$ cat src/rtl/nta_pkg.sv
// ----------------------------------------------------------------------------
// nta_pkg: shared types and constants of the number to ASCII formatter
// Word formats, format action codes, BCD cell operations and state codes.
// ----------------------------------------------------------------------------
package nta_pkg;

  localparam int VALUE_W           = 32;
  localparam int CHAR_W            = 7;
  localparam int DIGIT_W           = 4;
  localparam int HEX_W             = 16;
  localparam int MAX_DEC_DIGITS    = 10;
  localparam int MAX_DEC_DIGITS_DEF = 10;

  // Format action codes
  localparam logic [1:0] ACT_DEC    = 2'd0;
  localparam logic [1:0] ACT_HEX2   = 2'd1;
  localparam logic [1:0] ACT_HEX4   = 2'd2;
  localparam logic [1:0] ACT_HEXMIN = 2'd3;

  // Thresholds for minimal hex width
  localparam logic [HEX_W-1:0] HEX_LIMIT_3 = 16'd4095;
  localparam logic [HEX_W-1:0] HEX_LIMIT_2 = 16'd255;
  localparam logic [HEX_W-1:0] HEX_LIMIT_1 = 16'd15;

  localparam logic [CHAR_W-1:0] ASCII_ZERO  = 7'd48;
  localparam logic [CHAR_W-1:0] ASCII_ALPHA = 7'd55;

  typedef struct packed {
    logic [1:0]         action;
    logic [VALUE_W-1:0] value;
  } in_word_t;

  typedef struct packed {
    logic [CHAR_W-1:0] char_code;
    logic              last;
  } out_word_t;

  typedef enum logic [1:0] {
    CELL_HOLD,
    CELL_CLEAR,
    CELL_DABBLE,
    CELL_SHIFT_DIGIT
  } cell_op_t;

  typedef struct packed {
    logic [DIGIT_W-1:0] top_digit;
    logic               overflow;
  } chain_status_t;

  typedef enum logic [2:0] {
    ST_IDLE,
    ST_CONV,
    ST_SKIP,
    ST_EMIT,
    ST_HEX
  } state_t;

  // Upper-case ASCII for one nibble
  function automatic logic [CHAR_W-1:0] hex_ascii(input logic [DIGIT_W-1:0] nib);
    logic [CHAR_W-1:0] ext;
    ext = {{(CHAR_W-DIGIT_W){1'b0}}, nib};
    return (nib < 4'd10) ? (ext + ASCII_ZERO) : (ext + ASCII_ALPHA);
  endfunction

endpackage

$ cat src/rtl/nta_bcd_cell.sv
// ----------------------------------------------------------------------------
// nta_bcd_cell: one decimal digit of the conversion chain
// Adds three when the digit is five or more, then shifts in a bit from the
// neighbour below; also passes whole digits upward for character output.
// ----------------------------------------------------------------------------
module nta_bcd_cell
  import nta_pkg::*;
(
  input  logic               clk,
  input  cell_op_t           op,
  input  logic               bit_in,
  input  logic [DIGIT_W-1:0] digit_in,
  output logic               bit_out,
  output logic [DIGIT_W-1:0] digit
);

  logic [DIGIT_W-1:0] adj;

  // Correct the digit before doubling
  assign adj     = (digit >= 4'd5) ? (digit + 4'd3) : digit;
  assign bit_out = adj[DIGIT_W-1];

  always_ff @(posedge clk) begin
    case (op)
      CELL_CLEAR:       digit <= '0;
      CELL_DABBLE:      digit <= {adj[DIGIT_W-2:0], bit_in};
      CELL_SHIFT_DIGIT: digit <= digit_in;
      default:          digit <= digit;
    endcase
  end

endmodule

$ cat src/rtl/nta_bcd_chain.sv
// ----------------------------------------------------------------------------
// nta_bcd_chain: row of BCD cells for binary to decimal conversion
// Cell 0 holds the least significant digit; the top cell feeds the output.
// Carries leaving the top cell mark that higher digits were dropped.
// ----------------------------------------------------------------------------
module nta_bcd_chain
  import nta_pkg::*;
#(
  parameter int NUM_CELLS = MAX_DEC_DIGITS
)
(
  input  logic          clk,
  input  cell_op_t      op,
  input  logic          bin_bit,
  output chain_status_t status
);

  logic [NUM_CELLS-1:0]              carry;
  logic [NUM_CELLS-1:0][DIGIT_W-1:0] digits;
  logic                              overflow;

  for (genvar i = 0; i < NUM_CELLS; i++) begin : g_cell
    logic               bit_in;
    logic [DIGIT_W-1:0] digit_in;
    if (i == 0) begin : g_first
      assign bit_in   = bin_bit;
      assign digit_in = '0;
    end else begin : g_rest
      assign bit_in   = carry[i-1];
      assign digit_in = digits[i-1];
    end
    nta_bcd_cell u_cell (
      .clk      (clk),
      .op       (op),
      .bit_in   (bit_in),
      .digit_in (digit_in),
      .bit_out  (carry[i]),
      .digit    (digits[i])
    );
  end

  // Record any carry dropped off the top digit
  always_ff @(posedge clk) begin
    if (op == CELL_CLEAR) begin
      overflow <= 1'b0;
    end else if (op == CELL_DABBLE && carry[NUM_CELLS-1]) begin
      overflow <= 1'b1;
    end
  end

  assign status.top_digit = digits[NUM_CELLS-1];
  assign status.overflow  = overflow;

endmodule

$ cat src/rtl/number_to_ascii_formatter_top.sv
// ----------------------------------------------------------------------------
// number_to_ascii_formatter_top: number to ASCII character stream
// Formats a number as decimal or upper-case hex characters, most
// significant first, with last set on the final character.
// ----------------------------------------------------------------------------
// One number is handled at a time. A hex word is loaded, then its
// characters (two, four, or one to four) are emitted in turn. A decimal
// word is loaded, shifted through a row of BCD cells (shift-and-add-3,
// one input bit per cycle), then its leading zeros are dropped one at a
// time, and then its characters are emitted. Dropped zeros and characters
// always add up to the cell count, so with no output stall every decimal
// word takes the same time whatever its value. Output back-pressure stalls
// character emission; the next word is accepted once the final character
// of the current one sits in the output register. Digits beyond
// MAX_DECIMAL_DIGITS (clamped to 1..10) are cut off at the top, and the
// lower digits keep their zeros.
// ----------------------------------------------------------------------------
module number_to_ascii_formatter_top
  import nta_pkg::*;
#(
  parameter int MAX_DECIMAL_DIGITS = MAX_DEC_DIGITS_DEF
)
(
  input  logic      clk,
  input  logic      rst,
  input  logic      in_valid,
  output logic      in_ready,
  input  in_word_t  in_data,
  output logic      out_valid,
  input  logic      out_ready,
  output out_word_t out_data
);

  localparam int DEC_CELLS = (MAX_DECIMAL_DIGITS < 1) ? 1 :
                             (MAX_DECIMAL_DIGITS > MAX_DEC_DIGITS) ? MAX_DEC_DIGITS :
                             MAX_DECIMAL_DIGITS;
  localparam int REM_W  = $clog2(DEC_CELLS + 1);
  localparam int BCNT_W = $clog2(VALUE_W);
  localparam logic [BCNT_W-1:0] BCNT_LAST = BCNT_W'(VALUE_W - 1);
  localparam logic [REM_W-1:0]  REM_ONE   = REM_W'(1);

  state_t             state, state_next;
  cell_op_t           op;
  chain_status_t      status;
  logic [VALUE_W-1:0] bin, bin_next;
  logic [BCNT_W-1:0]  bcnt, bcnt_next;
  logic [REM_W-1:0]   rem, rem_next;
  logic [HEX_W-1:0]   hex, hex_next;
  logic [2:0]         hcnt, hcnt_next;
  logic               out_load;
  out_word_t          out_word_next;
  logic               can_load;
  logic [HEX_W-1:0]   low16;

  nta_bcd_chain #(.NUM_CELLS(DEC_CELLS)) u_chain (
    .clk     (clk),
    .op      (op),
    .bin_bit (bin[VALUE_W-1]),
    .status  (status)
  );

  assign in_ready = (state == ST_IDLE);
  assign can_load = !out_valid || out_ready;
  assign low16    = in_data.value[HEX_W-1:0];

  // State and datapath registers
  always_ff @(posedge clk) begin
    if (rst) begin
      state <= ST_IDLE;
    end else begin
      state <= state_next;
    end
    bin  <= bin_next;
    bcnt <= bcnt_next;
    rem  <= rem_next;
    hex  <= hex_next;
    hcnt <= hcnt_next;
  end

  // Output register
  always_ff @(posedge clk) begin
    if (rst) begin
      out_valid <= 1'b0;
    end else if (out_load) begin
      out_valid <= 1'b1;
    end else if (out_ready) begin
      out_valid <= 1'b0;
    end
    if (out_load) begin
      out_data <= out_word_next;
    end
  end

  // Next state, cell operation and character selection
  always_comb begin
    state_next    = state;
    op            = CELL_HOLD;
    bin_next      = bin;
    bcnt_next     = bcnt;
    rem_next      = rem;
    hex_next      = hex;
    hcnt_next     = hcnt;
    out_load      = 1'b0;
    out_word_next = out_data;
    unique case (state)
      ST_IDLE: begin
        if (in_valid) begin
          unique case (in_data.action)
            ACT_DEC: begin
              op         = CELL_CLEAR;
              bin_next   = in_data.value;
              bcnt_next  = '0;
              rem_next   = REM_W'(DEC_CELLS);
              state_next = ST_CONV;
            end
            ACT_HEX2: begin
              hex_next   = {in_data.value[7:0], 8'h00};
              hcnt_next  = 3'd2;
              state_next = ST_HEX;
            end
            ACT_HEX4: begin
              hex_next   = low16;
              hcnt_next  = 3'd4;
              state_next = ST_HEX;
            end
            ACT_HEXMIN: begin
              // Left-align the fewest nibbles that show the value
              if (low16 > HEX_LIMIT_3) begin
                hex_next  = low16;
                hcnt_next = 3'd4;
              end else if (low16 > HEX_LIMIT_2) begin
                hex_next  = {low16[11:0], 4'h0};
                hcnt_next = 3'd3;
              end else if (low16 > HEX_LIMIT_1) begin
                hex_next  = {low16[7:0], 8'h00};
                hcnt_next = 3'd2;
              end else begin
                hex_next  = {low16[3:0], 12'h000};
                hcnt_next = 3'd1;
              end
              state_next = ST_HEX;
            end
            default: state_next = ST_IDLE;
          endcase
        end
      end
      ST_CONV: begin
        op        = CELL_DABBLE;
        bin_next  = {bin[VALUE_W-2:0], 1'b0};
        bcnt_next = bcnt + 1'b1;
        if (bcnt == BCNT_LAST) begin
          state_next = ST_SKIP;
        end
      end
      ST_SKIP: begin
        // Drop leading zeros, keeping at least one digit
        if (status.top_digit == '0 && rem != REM_ONE && !status.overflow) begin
          op       = CELL_SHIFT_DIGIT;
          rem_next = rem - 1'b1;
        end else begin
          state_next = ST_EMIT;
        end
      end
      ST_EMIT: begin
        if (can_load) begin
          out_load                = 1'b1;
          out_word_next.char_code = {{(CHAR_W-DIGIT_W){1'b0}}, status.top_digit} + ASCII_ZERO;
          out_word_next.last      = (rem == REM_ONE);
          op                      = CELL_SHIFT_DIGIT;
          rem_next                = rem - 1'b1;
          if (rem == REM_ONE) begin
            state_next = ST_IDLE;
          end
        end
      end
      ST_HEX: begin
        if (can_load) begin
          out_load                = 1'b1;
          out_word_next.char_code = hex_ascii(hex[HEX_W-1 -: DIGIT_W]);
          out_word_next.last      = (hcnt == 3'd1);
          hex_next                = {hex[HEX_W-DIGIT_W-1:0], {DIGIT_W{1'b0}}};
          hcnt_next               = hcnt - 1'b1;
          if (hcnt == 3'd1) begin
            state_next = ST_IDLE;
          end
        end
      end
      default: state_next = ST_IDLE;
    endcase
  end

  // A word taken in leaves the block busy in the next cycle
  a_busy_after_accept: assert property (@(posedge clk) disable iff (rst)
    (in_valid && in_ready) |=> (state != ST_IDLE))
    else $error("formatter idle right after accepting a word");

  // Characters are always decimal digits or upper-case hex letters
  a_char_range: assert property (@(posedge clk) disable iff (rst)
    out_valid |-> ((out_data.char_code >= 7'd48 && out_data.char_code <= 7'd57) ||
                   (out_data.char_code >= 7'd65 && out_data.char_code <= 7'd70)))
    else $error("character code out of range");

  // Decimal emission never runs with no digits left
  a_rem_nonzero: assert property (@(posedge clk) disable iff (rst)
    (state == ST_EMIT || state == ST_SKIP) |-> (rem != '0))
    else $error("decimal digit count exhausted during emission");

  // Hex emission never runs with no nibbles left
  a_hcnt_nonzero: assert property (@(posedge clk) disable iff (rst)
    (state == ST_HEX) |-> (hcnt != 3'd0 && hcnt <= 3'd4))
    else $error("hex nibble count out of range");

endmodule

$ cat config.mk
export PLATFORM = sky130hd
export DESIGN_NAME = number_to_ascii_formatter_top
export DESIGN_NICKNAME = d
export VERILOG_FILES = /design/src/rtl/nta_pkg.sv /design/src/rtl/nta_bcd_cell.sv /design/src/rtl/nta_bcd_chain.sv /design/src/rtl/number_to_ascii_formatter_top.sv
export SDC_FILE = /design/constraint.sdc
export NUM_CORES = 1
export LEC_CHECK = 0
export ABC_AREA = 1
export BUFFER_PORTS_ARGS = -buffer_cell sky130_fd_sc_hd__buf_2
export CAP_MARGIN = 30
export CORE_MARGIN = 3
export CORE_UTILIZATION = 35
export DETAILED_ROUTE_END_ITERATION = 16
export GPL_TIMING_DRIVEN = 0
export PLACE_DENSITY_LB_ADDON = 0.05
export SETUP_SLACK_MARGIN = 0.3
export SKIP_LAST_GASP = 1
export SLEW_MARGIN = 20
export SYNTH_ARGS = -nofsm -noshare
export SYNTH_HDL_FRONTEND = slang
export SYNTH_SLANG_ARGS = --single-unit
$ cat constraint.sdc
create_clock -name clk -period 6.7 [get_ports clk]
set_input_delay 0.335 -clock clk [delete_from_list [all_inputs] [get_ports clk]]
set_output_delay 0.335 -clock clk [all_outputs]
set_load 0.05 [all_outputs]
==> results_dict.tcl <==
set metrics [dict create \
    yosysTopAreaCell "edfxtp_1" \
    hp-start "in_data[22]" \
    drt_wl_total_um 15800 \
    criticalPathCategory "reg2reg" \
    skew_ns 0.0108 \
    grt_pass1_wl_um 25700 \
    power_density_nw_per_um2 478 \
    async_reset_ff_share_pct 0 \
    start_util_pct 36.1 \
    ys_top_cells_by_area "edfxtp_1 (49%), nand2_1 (11%), inv_1 (5.9%)" \
    wl_per_cell_um 15.0 \
    p_total_w 0.00371 \
    end_kind "flip-flop" \
    yosysTopAreaCellShare_pct 49.4 \
    reg2regPathDepth 9 \
    drt_pass1_iterations 4 \
    irDropWorstVdd_mv 0.200 \
    relSlewSlack_pct 39.9 \
    p_int_w 0.00227 \
    postCtsSetupRepairBufs 0 \
    synth_fp_nets 807 \
    clkTransAtPathRegs_ns 0.05 \
    antenna_found_initial 0 \
    synth-xor-area-share_pct 1.73 \
    clock_path_buffers 2 \
    hold_class "in2reg" \
    crit_required_ns 6.86 \
    yosysWarnings 0 \
    core-area_um2 18200 \
    place_ws_ns 4.10 \
    grt_pass1_vias 5118 \
    synthMuxAreaShare_pct 0.152 \
    clock-sinks 113 \
    fin_nets 877 \
    worstMarginPinSlew_ns 0.901 \
    ant_nets 0 \
    synth_cell_types 37 \
    ys_ff_latch 113 \
    status "finished, final reports clean" \
    via_count 5193 \
    max_cap_violations 0 \
    htree_num_levels 4 \
    cts_tree "yes" \
    period_minus_slack_ns 2.56 \
    worstHoldEndpoint "bin[22]" \
    setup_viol 0 \
    seqPwrFrac_pct 35.8 \
    r2r_slack_ns 4.14 \
    die_h_um 143 \
    synthSimpleGateAreaFrac_pct 20.4 \
    synth_edf_count 108 \
    synth_most_common_cell "nand2_1" \
    yosys_most_used_dff "edfxtp_1" \
    cts_hold_buf 0 \
    place_congestion 0.891 \
    synth_fa_ha_area_share_pct 5.33 \
    start_kind "flip-flop" \
    portBuffers 46 \
    avgSynthCellArea_um2 8.86 \
    synth_top_cells_by_count "nand2_1 (188), edfxtp_1 (108), inv_1 (104), nor2_1 (64), o21ai_0 (56)" \
    rsz0062_at_grt "no" \
    synthToLayoutAreaGrowth_pct 18.2 \
    post_cts_resized 0 \
    drc 0 \
    setup_ws_ns 4.14 \
    crit_fanout 22 \
    max_freq_mhz 391 \
    crit_arrival_ns 2.72 \
    clk_latency_ns 0.41 \
    drt_iter0_drc 218 \
    p_comb_share_pct 39.0 \
    netSwitchingPower_w 0.00144 \
    overflow 0 \
    worstReg2RegStart "rem[1]" \
    hold_violations 0 \
    die_w_um 143 \
    p_sw_share_pct 38.9 \
    antenna_cells 0 \
    drive_above_1_share_pct 17.6 \
    io_pins 48 \
    cts_inserted_buffers 17 \
    yosysSeqAreaShare_pct 50.9 \
    grt_usage_pct 16.0 \
    synthCells 741 \
    slew_violations 0 \
    via_per_inst 4.93 \
    fin_crit_sh_pct 38.2 \
    synth-compound-area-share_pct 13.1 \
    num_rows 49 \
    dpl.hpwl_um 11400 \
    syn_area_um2 6570 \
    tns_ns 0 \
    grt_max_degree 28 \
    r2r_end "u_chain.g_cell[7].u_cell.digit[2]" \
    p_leak_nw 3.37 \
    die-area_um2 20400 \
    synth_top_family_by_area "simple AND/OR/NAND/NOR gates" \
    p_clk_share_pct 25.2 \
    post-route-util_pct 42.6 \
    holdPathStages 3 \
    root_buffer "clkbuf_16" \
]
## critical path, stage by stage, from the launching register on
cell and delay [ns]:
edfxtp_1 0.40, inv_1 0.11, ha_1 0.15, nand3_1 0.20
nand3_2 0.18, o21ai_4 0.11, inv_4 0.12, buf_6 0.19
nand3_2 0.47, buf_16 0.37
## worst max path at each step
stage | cells past startpoint | endpoint | startpoint
2_1_floorplan | 5 | hcnt[0] | in_data[33]
3_3_place_gp | 5 | hex[3] | in_data[33]
3_5_place_dp | 9 | u_chain.g_cell[8].u_cell.digit[1] | rem[1]
4_1_cts | 9 | u_chain.g_cell[7].u_cell.digit[2] | rem[1]
5_1_grt | 9 | u_chain.g_cell[9].u_cell.digit[3] | rem[1]
6_report | 9 | u_chain.g_cell[7].u_cell.digit[2] | rem[1]
## flip-flops by register name, summed over array words and instances, names as in the netlist
signal                       flops
out_valid                        1
u_chain.g_cell.u_cell.digit     40
bcnt                             5
hcnt                             3
rem                              4
state                            3
u_chain.overflow                 1
hex                             16
out_data                         8
bin                             32
## per-layer routing
metal	up-vias	global-route usage, %	part of all wire [%]
li1	2617	-	-
met1	2441	21.5	47
met3	18	3.78	4.5
met4	0	5.60	1.4
met5	-	0	0
met2	117	25.4	47
## through the flow
stage,hold WS (ns),instances,area [µm²]
CTS,0.171,1053,7760
floorplan,0.434,741,6570
detailed placement,0.453,1021,7160
global placement,0.445,1016,7090
global route,0.186,1053,7760
finish,0.189,1053,7760
## power by group through the flow
| stage | sequential, W | combinational [W] | clock (W) |
|---|---|---|---|
| floorplan | 0.00137 | 0.000995 | 0 |
| detailed placement | 0.00134 | 0.00147 | 0 |
| CTS | 0.00133 | 0.00148 | 0.000957 |
| global route | 0.00136 | 0.00165 | 0.000986 |
| global placement | 0.00136 | 0.00138 | 0 |
| finish | 0.00133 | 0.00145 | 0.000934 |
## final cells by class
type	count	area, µm²
clock buffer	19	433
sequential	113	3340
clock inverter	13	168
fill	1808	10400
timing repair buffer	51	293
inverter	110	415
buffer	20	133
tap	229	287
multi-input combinational	498	2690
## cells in the final DEF (no fill, tap or decap), types with 4 or more instances in the layout
cell type / n
clkbuf_1: 6
or2_2: 6
nor2_1: 64
a21oi_1: 22
edfxtp_1: 108
o211ai_1: 6
buf_6: 4
clkinv_2: 5
bufinv_16: 4
buf_2: 56
buf_4: 5
o21ai_2: 24
inv_1: 104
o22ai_2: 6
dfxtp_1: 5
a211oi_1: 4
o21ai_0: 56
xor2_1: 11
o31ai_1: 5
nand4_1: 10
clkbuf_16: 17
nand3_1: 46
clkinv_1: 4
ha_1: 28
nand2_1: 187
## logic make-up (layout without fill, tap and decap cells)
family,after synthesis,count (layout)
simple gates,323,323
xor+xnor,13,13
mux,1,1
flops,113,113
buf+inv,130,213
fa+ha+maj,28,28
compound gates,133,133
(Power assumes the default switching activity.)
